===== config.mk =====
export PLATFORM = sky130hd
export DESIGN_NAME = allocation_bitmap_find_first
export DESIGN_NICKNAME = d
export VERILOG_FILES = /design/src/rtl/abm_pkg.sv /design/src/rtl/abm_ram.sv /design/src/rtl/allocation_bitmap_find_first.sv
export SDC_FILE = /design/constraint.sdc
export NUM_CORES = 2
export LEC_CHECK = 0
export BUFFER_PORTS_ARGS = -buffer_cell sky130_fd_sc_hd__buf_2
export CORE_MARGIN = 3
export CORE_UTILIZATION = 50
export CTS_BUF_LIST = sky130_fd_sc_hd__clkbuf_16
export DETAILED_ROUTE_END_ITERATION = 10
export PLACE_DENSITY = 0.76
export SYNTH_ARGS = -nofsm -noshare
export SYNTH_HDL_FRONTEND = slang
export SYNTH_SLANG_ARGS = --single-unit

===== constraint.sdc =====
create_clock -name clk_i -period 12.3 [get_ports clk_i]
set_clock_uncertainty 0.15 [all_clocks]
set_input_delay 2.46 -clock clk_i [delete_from_list [all_inputs] [get_ports clk_i]]
set_output_delay 2.46 -clock clk_i [all_outputs]
set_load 0.005 [all_outputs]

===== src/rtl/abm_pkg.sv =====
// Package for the allocation bitmap find-first block: sizes, field widths, op codes.
// No dependencies; used by allocation_bitmap_find_first.
package abm_pkg;

  // Word width must be a power of two: bit position and word number are bit slices.
  localparam int WORD_BITS  = 64;
  localparam int WORD_COUNT = 16;
  localparam int CAPACITY   = WORD_BITS * WORD_COUNT;

  localparam int BIT_W   = $clog2(WORD_BITS);
  localparam int WORD_AW = (WORD_COUNT > 1) ? $clog2(WORD_COUNT) : 1;

  localparam int OP_W  = 3;
  localparam int IDX_W = 10;
  localparam int CNT_W = 11;

  localparam int IN_W  = 16;
  localparam int OUT_W = 16;
  localparam int IN_PAD  = IN_W - OP_W - IDX_W;
  localparam int OUT_PAD = OUT_W - 1 - IDX_W - 1;

  localparam logic [CNT_W-1:0] BITS_IN_USE_RST = CNT_W'(1024);

  localparam logic [OP_W-1:0] OP_FIND_SET = 3'd0;
  localparam logic [OP_W-1:0] OP_FIND_CLR = 3'd1;
  localparam logic [OP_W-1:0] OP_TEST     = 3'd2;
  localparam logic [OP_W-1:0] OP_SET      = 3'd3;
  localparam logic [OP_W-1:0] OP_CLEAR    = 3'd4;
  localparam logic [OP_W-1:0] OP_FILL1    = 3'd5;
  localparam logic [OP_W-1:0] OP_FILL0    = 3'd6;

endpackage


===== src/rtl/abm_ram.sv =====
// Generic single-port-write, single-port-read RAM with registered read data.
// No dependencies.
module abm_ram #(
  parameter int WIDTH = 64,
  parameter int DEPTH = 16
) (
  input  logic                     clk_i,
  input  logic                     we_i,
  input  logic [$clog2(DEPTH)-1:0] waddr_i,
  input  logic [WIDTH-1:0]         wdata_i,
  input  logic                     re_i,
  input  logic [$clog2(DEPTH)-1:0] raddr_i,
  output logic [WIDTH-1:0]         rdata_o
);

  logic [WIDTH-1:0] mem_q [DEPTH];
  logic [WIDTH-1:0] rdata_q;

  always_ff @(posedge clk_i) begin
    if (we_i) begin
      mem_q[waddr_i] <= wdata_i;
    end
    if (re_i) begin
      rdata_q <= mem_q[raddr_i];
    end
  end

  assign rdata_o = rdata_q;

endmodule


===== src/rtl/allocation_bitmap_find_first.sv =====
// Allocation bitmap with find-first-set / find-first-clear, test, set, clear and fills.
// Depends on abm_pkg and abm_ram (bitmap words, registered read).
// Ops go START, then MOD (test/set/clear) or SCAN and ENC (search hit), then DONE;
// fills, unused ops, out-of-range indices and zero-count searches go straight to DONE, as
// does a search miss at the last word. Next beat is taken in the cycle after the result loads.
// Reset: bitmap reads as all zero (per-word valid bits cleared), bits_in_use = 1024.
module allocation_bitmap_find_first (
  input  logic                            clk_i,
  input  logic                            rst_ni,
  input  logic                            cfg_we_i,
  input  logic [abm_pkg::CNT_W-1:0]       cfg_wdata_i,   // bits_in_use
  input  logic                            s_axis_tvalid_i,
  output logic                            s_axis_tready_o,
  input  logic [abm_pkg::IN_W-1:0]        s_axis_tdata_i,  // op[2:0], bit_index[12:3]
  output logic                            m_axis_tvalid_o,
  input  logic                            m_axis_tready_i,
  output logic [abm_pkg::OUT_W-1:0]       m_axis_tdata_o   // ok[0], found_index[10:1],
                                                           // bit_value[11]
);

  localparam int WB = abm_pkg::WORD_BITS;
  localparam int BW = abm_pkg::BIT_W;
  localparam int AW = abm_pkg::WORD_AW;
  localparam int CW = abm_pkg::CNT_W;
  localparam int XW = abm_pkg::IDX_W;
  localparam int OW = abm_pkg::OP_W;

  localparam logic [2:0] S_IDLE  = 3'd0;
  localparam logic [2:0] S_START = 3'd1;
  localparam logic [2:0] S_MOD   = 3'd2;
  localparam logic [2:0] S_SCAN  = 3'd3;
  localparam logic [2:0] S_ENC   = 3'd4;
  localparam logic [2:0] S_DONE  = 3'd5;

  logic [2:0]      state_q, state_d;
  logic [CW-1:0]   bits_in_use_q;
  logic [OW-1:0]   op_q;
  logic [XW-1:0]   idx_q;
  logic [abm_pkg::WORD_COUNT-1:0] valid_q, valid_d;
  logic            fill_q, fill_d;
  logic            vld_q;
  logic [AW-1:0]   data_w_q, data_w_d;
  logic [WB-1:0]   hit_word_q, hit_word_d;
  logic [AW-1:0]   hit_w_q, hit_w_d;
  logic            res_ok_q, res_ok_d;
  logic [XW-1:0]   res_found_q, res_found_d;
  logic            res_bit_q, res_bit_d;
  logic            m_valid_q, m_valid_d;
  logic [abm_pkg::OUT_W-1:0] m_data_q, m_data_d;

  logic            ram_we, ram_re;
  logic [AW-1:0]   ram_waddr, ram_raddr;
  logic [WB-1:0]   ram_wdata, ram_rdata;

  logic [CW-1:0]   vcount, vcount_m1;
  logic [AW-1:0]   last_w, idx_word;
  logic [BW-1:0]   bit_pos, enc_j;
  logic [BW:0]     tail_bits;
  logic [WB-1:0]   eff, cand, word_mask, bit_mask;
  logic            in_range, in_accept, out_load;

  abm_ram #(.WIDTH(WB), .DEPTH(abm_pkg::WORD_COUNT)) u_ram (
    .clk_i   (clk_i),
    .we_i    (ram_we),
    .waddr_i (ram_waddr),
    .wdata_i (ram_wdata),
    .re_i    (ram_re),
    .raddr_i (ram_raddr),
    .rdata_o (ram_rdata)
  );

  // Effective count clamps to capacity.
  assign vcount    = (bits_in_use_q > CW'(abm_pkg::CAPACITY)) ? CW'(abm_pkg::CAPACITY)
                                                              : bits_in_use_q;
  assign vcount_m1 = vcount - CW'(1);
  assign last_w    = vcount_m1[BW +: AW];
  assign tail_bits = {1'b0, vcount_m1[BW-1:0]} + (BW+1)'(1);

  assign in_range = {1'b0, idx_q} < vcount;
  assign idx_word = idx_q[BW +: AW];
  assign bit_pos  = BW'(WB - 1) - idx_q[BW-1:0];
  assign bit_mask = WB'(1) << bit_pos;

  // Words never written since the last fill read as the fill value.
  assign eff = vld_q ? ram_rdata : {WB{fill_q}};

  // Index order runs from the MSB down; keep only the top tail_bits of the last word.
  assign word_mask = (data_w_q == last_w) ? ~({WB{1'b1}} >> tail_bits) : {WB{1'b1}};
  assign cand      = ((op_q == abm_pkg::OP_FIND_SET) ? eff : ~eff) & word_mask;

  always_comb begin
    enc_j = '0;
    for (int p = 0; p < WB; p++) begin
      if (hit_word_q[p]) begin
        enc_j = BW'(WB - 1 - p);
      end
    end
  end

  assign in_accept       = s_axis_tvalid_i && s_axis_tready_o;
  assign s_axis_tready_o = (state_q == S_IDLE);
  assign out_load        = (state_q == S_DONE) && (!m_valid_q || m_axis_tready_i);

  always_comb begin
    state_d     = state_q;
    valid_d     = valid_q;
    fill_d      = fill_q;
    data_w_d    = data_w_q;
    hit_word_d  = hit_word_q;
    hit_w_d     = hit_w_q;
    res_ok_d    = res_ok_q;
    res_found_d = res_found_q;
    res_bit_d   = res_bit_q;
    ram_we      = 1'b0;
    ram_waddr   = idx_word;
    ram_wdata   = '0;
    ram_re      = 1'b0;
    ram_raddr   = '0;

    unique case (state_q)
      S_IDLE: begin
        if (in_accept) begin
          state_d = S_START;
        end
      end
      S_START: begin
        res_ok_d    = 1'b0;
        res_found_d = '0;
        res_bit_d   = 1'b0;
        state_d     = S_DONE;
        case (op_q) inside
          abm_pkg::OP_FIND_SET, abm_pkg::OP_FIND_CLR: begin
            if (vcount != '0) begin
              ram_re    = 1'b1;
              ram_raddr = '0;
              data_w_d  = '0;
              state_d   = S_SCAN;
            end
          end
          abm_pkg::OP_TEST, abm_pkg::OP_SET, abm_pkg::OP_CLEAR: begin
            if (in_range) begin
              ram_re    = 1'b1;
              ram_raddr = idx_word;
              state_d   = S_MOD;
            end
          end
          abm_pkg::OP_FILL1, abm_pkg::OP_FILL0: begin
            valid_d  = '0;
            fill_d   = (op_q == abm_pkg::OP_FILL1);
            res_ok_d = 1'b1;
          end
          default: begin
          end
        endcase
      end
      S_MOD: begin
        res_ok_d = 1'b1;
        state_d  = S_DONE;
        if (op_q == abm_pkg::OP_TEST) begin
          res_bit_d = eff[bit_pos];
        end else begin
          ram_we            = 1'b1;
          ram_wdata         = (op_q == abm_pkg::OP_SET) ? (eff | bit_mask) : (eff & ~bit_mask);
          valid_d[idx_word] = 1'b1;
        end
      end
      S_SCAN: begin
        // Read of the next word overlaps the check of the current one.
        ram_re    = 1'b1;
        ram_raddr = data_w_q + AW'(1);
        data_w_d  = data_w_q + AW'(1);
        if (cand != '0) begin
          hit_word_d = cand;
          hit_w_d    = data_w_q;
          state_d    = S_ENC;
        end else if (data_w_q == last_w) begin
          state_d = S_DONE;
        end
      end
      S_ENC: begin
        res_ok_d    = 1'b1;
        res_found_d = XW'({hit_w_q, enc_j});
        state_d     = S_DONE;
      end
      S_DONE: begin
        if (out_load) begin
          state_d = S_IDLE;
        end
      end
      default: begin
        state_d = S_IDLE;
      end
    endcase
  end

  always_comb begin
    m_valid_d = m_valid_q;
    m_data_d  = m_data_q;
    if (out_load) begin
      m_valid_d = 1'b1;
      m_data_d  = {{abm_pkg::OUT_PAD{1'b0}}, res_bit_q, res_found_q, res_ok_q};
    end else if (m_valid_q && m_axis_tready_i) begin
      m_valid_d = 1'b0;
    end
  end

  always_ff @(posedge clk_i or negedge rst_ni) begin
    if (!rst_ni) begin
      state_q       <= S_IDLE;
      bits_in_use_q <= abm_pkg::BITS_IN_USE_RST;
      valid_q       <= '0;
      fill_q        <= 1'b0;
      m_valid_q     <= 1'b0;
    end else begin
      state_q   <= state_d;
      valid_q   <= valid_d;
      fill_q    <= fill_d;
      m_valid_q <= m_valid_d;
      if (cfg_we_i) begin
        bits_in_use_q <= cfg_wdata_i;
      end
    end
  end

  always_ff @(posedge clk_i) begin
    if (in_accept) begin
      op_q  <= s_axis_tdata_i[OW-1:0];
      idx_q <= s_axis_tdata_i[OW +: XW];
    end
    if (ram_re) begin
      vld_q <= valid_q[ram_raddr];
    end
    data_w_q    <= data_w_d;
    hit_word_q  <= hit_word_d;
    hit_w_q     <= hit_w_d;
    res_ok_q    <= res_ok_d;
    res_found_q <= res_found_d;
    res_bit_q   <= res_bit_d;
    m_data_q    <= m_data_d;
  end

  assign m_axis_tvalid_o = m_valid_q;
  assign m_axis_tdata_o  = m_data_q;

  a_no_write_in_scan: assert property (@(posedge clk_i) disable iff (!rst_ni)
    (state_q == S_SCAN) |-> !ram_we)
    else $error("bitmap write during word scan");

  a_enc_has_hit: assert property (@(posedge clk_i) disable iff (!rst_ni)
    (state_q == S_ENC) |-> (hit_word_q != '0))
    else $error("leading-bit encode entered without a hit");

  a_fill_clears_valid: assert property (@(posedge clk_i) disable iff (!rst_ni)
    (state_q == S_START && (op_q == abm_pkg::OP_FILL1 || op_q == abm_pkg::OP_FILL0))
    |=> (valid_q == '0))
    else $error("fill did not invalidate stored words");

  a_fail_zero_fields: assert property (@(posedge clk_i) disable iff (!rst_ni)
    (out_load && !res_ok_q) |-> (res_found_q == '0 && !res_bit_q))
    else $error("failed result carries nonzero fields");

endmodule

==> impl_metrics.py <==
metrics = {
    "run_status": {
        "status": "finished, final reports clean",
    },
    "clocking": {
        "cts_tree": "built",
        "postCtsSetupBuffers": 0,
        "root_buffer": "clkbuf_16",
        "numCtsBuffers": 117,
        "cts.sink_count": 1230,
        "cts_resized": 0,
        "holdBufCountCts": 0,
        "path_clk_slew_ns": 0.06,
        "clock_latency_ns": 0.72,
        "htree_levels": 3,
        "clk_path_buf_depth": 3,
    },
    "global_route": {
        "grt_overflow": 0,
        "grt_pass1_wl_mm": 204,
        "grt_max_degree": 152,
        "antenna_found_initial": 0,
        "track_usage": 0.253,
        "first_global_vias": 31000,
    },
    "hold_path": {
        "holdPathEnd": "m_axis_tdata_o[5]$_DFFE_PP_",
        "hold_path.class": "flip-flop to flip-flop",
        "min_path_cells": 0,
        "worstHoldStart": "res_found_q[4]$_SDFFCE_PP0P_",
    },
    "sta": {
        "grt_setup_unrepaired": "no",
        "slew_headroom": 0.161,
        "hold_viol_final": 0,
        "drv_slew": 0,
        "tightest_slew_ns": 1.25,
        "setup_tns_ns": 0,
        "clock.fmax_mhz": 152,
        "period_minus_slack_ns": 6.59,
        "setup_viol": 0,
        "period_share": 0.536,
    },
    "worst_setup_path": {
        "crit_chain": "nor4_2 -> nand2_1 -> o21ai_0 -> nand2_1 -> ha_1 -> o21a_1 -> o21ai_1 -> a21oi_1 -> nor3_2 -> a31oi_4 -> buf_4 -> buf_12 -> buf_4 -> mux2_2 -> a22oi_1 -> nand4_1",
        "crit_type": "flip-flop to flip-flop",
        "rrSetupSlack_ns": 5.71,
        "cpLargestDelayFamily": "buffers and inverters",
        "crit_required_ns": 12.61,
        "end_kind": "flip-flop",
        "cp_num_buf_inv": 3,
        "r2r-end": "u_ram.rdata_o[54]$_DFFE_PP_",
        "critical_path_arrival_ns": 6.90,
        "critPathMaxStageDelay_ns": 0.94,
        "crit_slowest_cell": "buf_4",
        "r2r_start": "bits_in_use_q[2]$_DFFE_PN0P_",
        "critPathLaunch": "bits_in_use_q[2]$_DFFE_PN0P_",
        "worst_r2r_path_depth": 16,
        "start_kind": "flip-flop",
        "crit_path_max_fanout": 151,
    },
    "job": {
        "cap_viol_max_count": 0,
    },
    "synth": {
        "yosys-top-cells-count": "1198 x edfxtp_1, 536 x mux2_2, 263 x a22oi_1",
        "ys_top_cells_by_area": "edfxtp_1 68%, mux2_2 11%, a22oi_1 3.7%",
        "synth_top_area_cell": "edfxtp_1",
        "ys.flop_type": "edfxtp_1",
        "ys_ff_latch": 1230,
        "seq_area_frac_synth": 0.696,
        "synth.distinct_cells": 84,
        "yosysMostFrequentCell": "edfxtp_1",
        "synthesis.area_sq_mm": 0.0529,
        "synth_warnings": 0,
        "synthCells": 3412,
        "syn_avg_cell_area_sq_um": 15.5,
        "synth_edf_count": 1198,
        "netlist.area_leader.share": 0.681,
        "async_flop_share": 0.0260,
    },
    "power_and_ir_drop": {
        "p_leak_uw": 0.0182,
        "peakVddDrop_v": 0.000142,
        "power_density_mw_per_mm2": 181,
    },
    "die": {
        "die_h_microns": 331,
        "row_count": 118,
        "die-area_sq_mm": 0.110,
        "core_area_sq_mm": 0.104,
        "initial_core_util": 0.507,
        "io_pins": 50,
        "die_x_microns": 331,
    },
    "layout": {
        "final_util": 0.563,
        "area_delta_synth_final_pct": 11.0,
        "finalNetCount": 3497,
        "diodes": 0,
        "layout-drive-gt1-share": 0.260,
    },
    "route": {
        "ant_nets": 0,
        "firstDrtPassIters": 6,
        "vias": 32000,
        "top_layer": "met4",
        "wire_per_inst_microns": 28.6,
        "wl_mm": 141,
        "dr_wl_met3_mm": 14.0,
        "post-route-drc-count": 0,
        "drt_iter0_drc": 4221,
        "wl_met1_mm": 54.8,
        "dr_wl_met2_mm": 65.7,
        "vias_per_cell": 6.49,
    },
    "placed_design": {
        "port_buffers": 42,
        "hpwl_mm": 80.8,
        "gp_congestion": 1.05,
    },
}
==> per-stage QoR <==
step	setup WS, ns	hold WS [ns]	power, uW	instance area, sq um	instances
after CTS	5.81	0.269	10600	58700	4931
after global placement	5.91	0.252	7080	54900	4712
after floorplan	5.56	0.250	6380	52900	3415
final	5.71	0.268	10600	58700	4931
after global routing	5.23	0.274	10900	58700	4931
after detailed placement	5.79	0.256	7120	54900	4712
==> per-layer routing <==
metal / vias up / GRT usage
met5: - / 0
met4: 0 / 0.115
met3: 351 / 0.0469
met2: 1880 / 0.399
met1: 16100 / 0.343
li1: 13700 / -
==> layout by cell type, fill, tap and decap left out, types with 11 or more instances in the layout <==
cell type / synthesis / final
buf_4: 8 / 102
a211oi_1: 18 / 18
nor2_1: 164 / 150
nand3_1: 18 / 18
mux4_2: 16 / 16
a311oi_1: 17 / 13
clkinv_1: 0 / 34
ha_1: 14 / 14
dfrtp_1: 31 / 31
nor3_1: 50 / 41
o21a_1: 24 / 23
nand2b_1: 16 / 16
inv_1: 22 / 45
mux2_2: 536 / 536
nor2_4: 0 / 13
o21ai_0: 54 / 54
clkinv_2: 0 / 19
mux2i_1: 26 / 26
a21oi_1: 184 / 184
nand2_1: 125 / 125
xnor2_1: 58 / 58
clkbuf_16: 0 / 117
buf_2: 59 / 42
o211ai_1: 17 / 17
a31oi_1: 56 / 55
bufinv_16: 0 / 11
nand4_1: 69 / 69
nor4_1: 25 / 25
and3_1: 17 / 16
edfxtp_1: 1198 / 1198
a22oi_1: 263 / 263
==> state kept, by name, summed over array words and instances, names as in the netlist <==
name,cells
m_axis_tdata_o,12
bits_in_use_q,11
u_ram.rdata_o,64
state_q,3
res_ok_q,1
valid_q,16
fill_q,1
res_bit_q,1
idx_q,10
u_ram.mem_q,1024
op_q,3
hit_w_q,4
res_found_q,10
vld_q,1
data_w_q,4
m_axis_tvalid_o,1
hit_word_q,64
==> logic make-up after synthesis <==
logic type	synth area share
compound gates	0.0923
xor+xnor	0.0109
fa+ha+maj	0.00331
buf+inv	0.0202
flops	0.696
mux	0.126
other cells	0.0000709
simple gates	0.0513
==> worst max-delay path by stage <==
stage / slack [ns] / endpoint / cells after the start
4_1_cts: 5.81 / u_ram.rdata_o[54]$_DFFE_PP_ / 16
5_1_grt: 5.23 / u_ram.rdata_o[1]$_DFFE_PP_ / 16
2_1_floorplan: 5.56 / u_ram.mem_q[0][0]$_DFFE_PP_ / 6
3_3_place_gp: 5.91 / u_ram.rdata_o[13]$_DFFE_PP_ / 16
6_report: 5.71 / u_ram.rdata_o[54]$_DFFE_PP_ / 16
3_5_place_dp: 5.79 / u_ram.rdata_o[54]$_DFFE_PP_ / 16
==> power breakdown <==
part	internal, uW	switching [uW]
Sequential	4880	117
Clock	1960	1540
Combinational	732	1370
Total	7580	3030
==> cell type report <==
class | count | area, sq um
clock buffers | 117 | 2930
clock inverters | 102 | 847
fillers | 7982 | 45600
inverters | 22 | 82.6
multi-input cells | 1934 | 15300
flip-flops and latches | 1230 | 36800
well taps | 1380 | 1730
repair buffers | 146 | 1020
(Power assumes the default switching activity.)
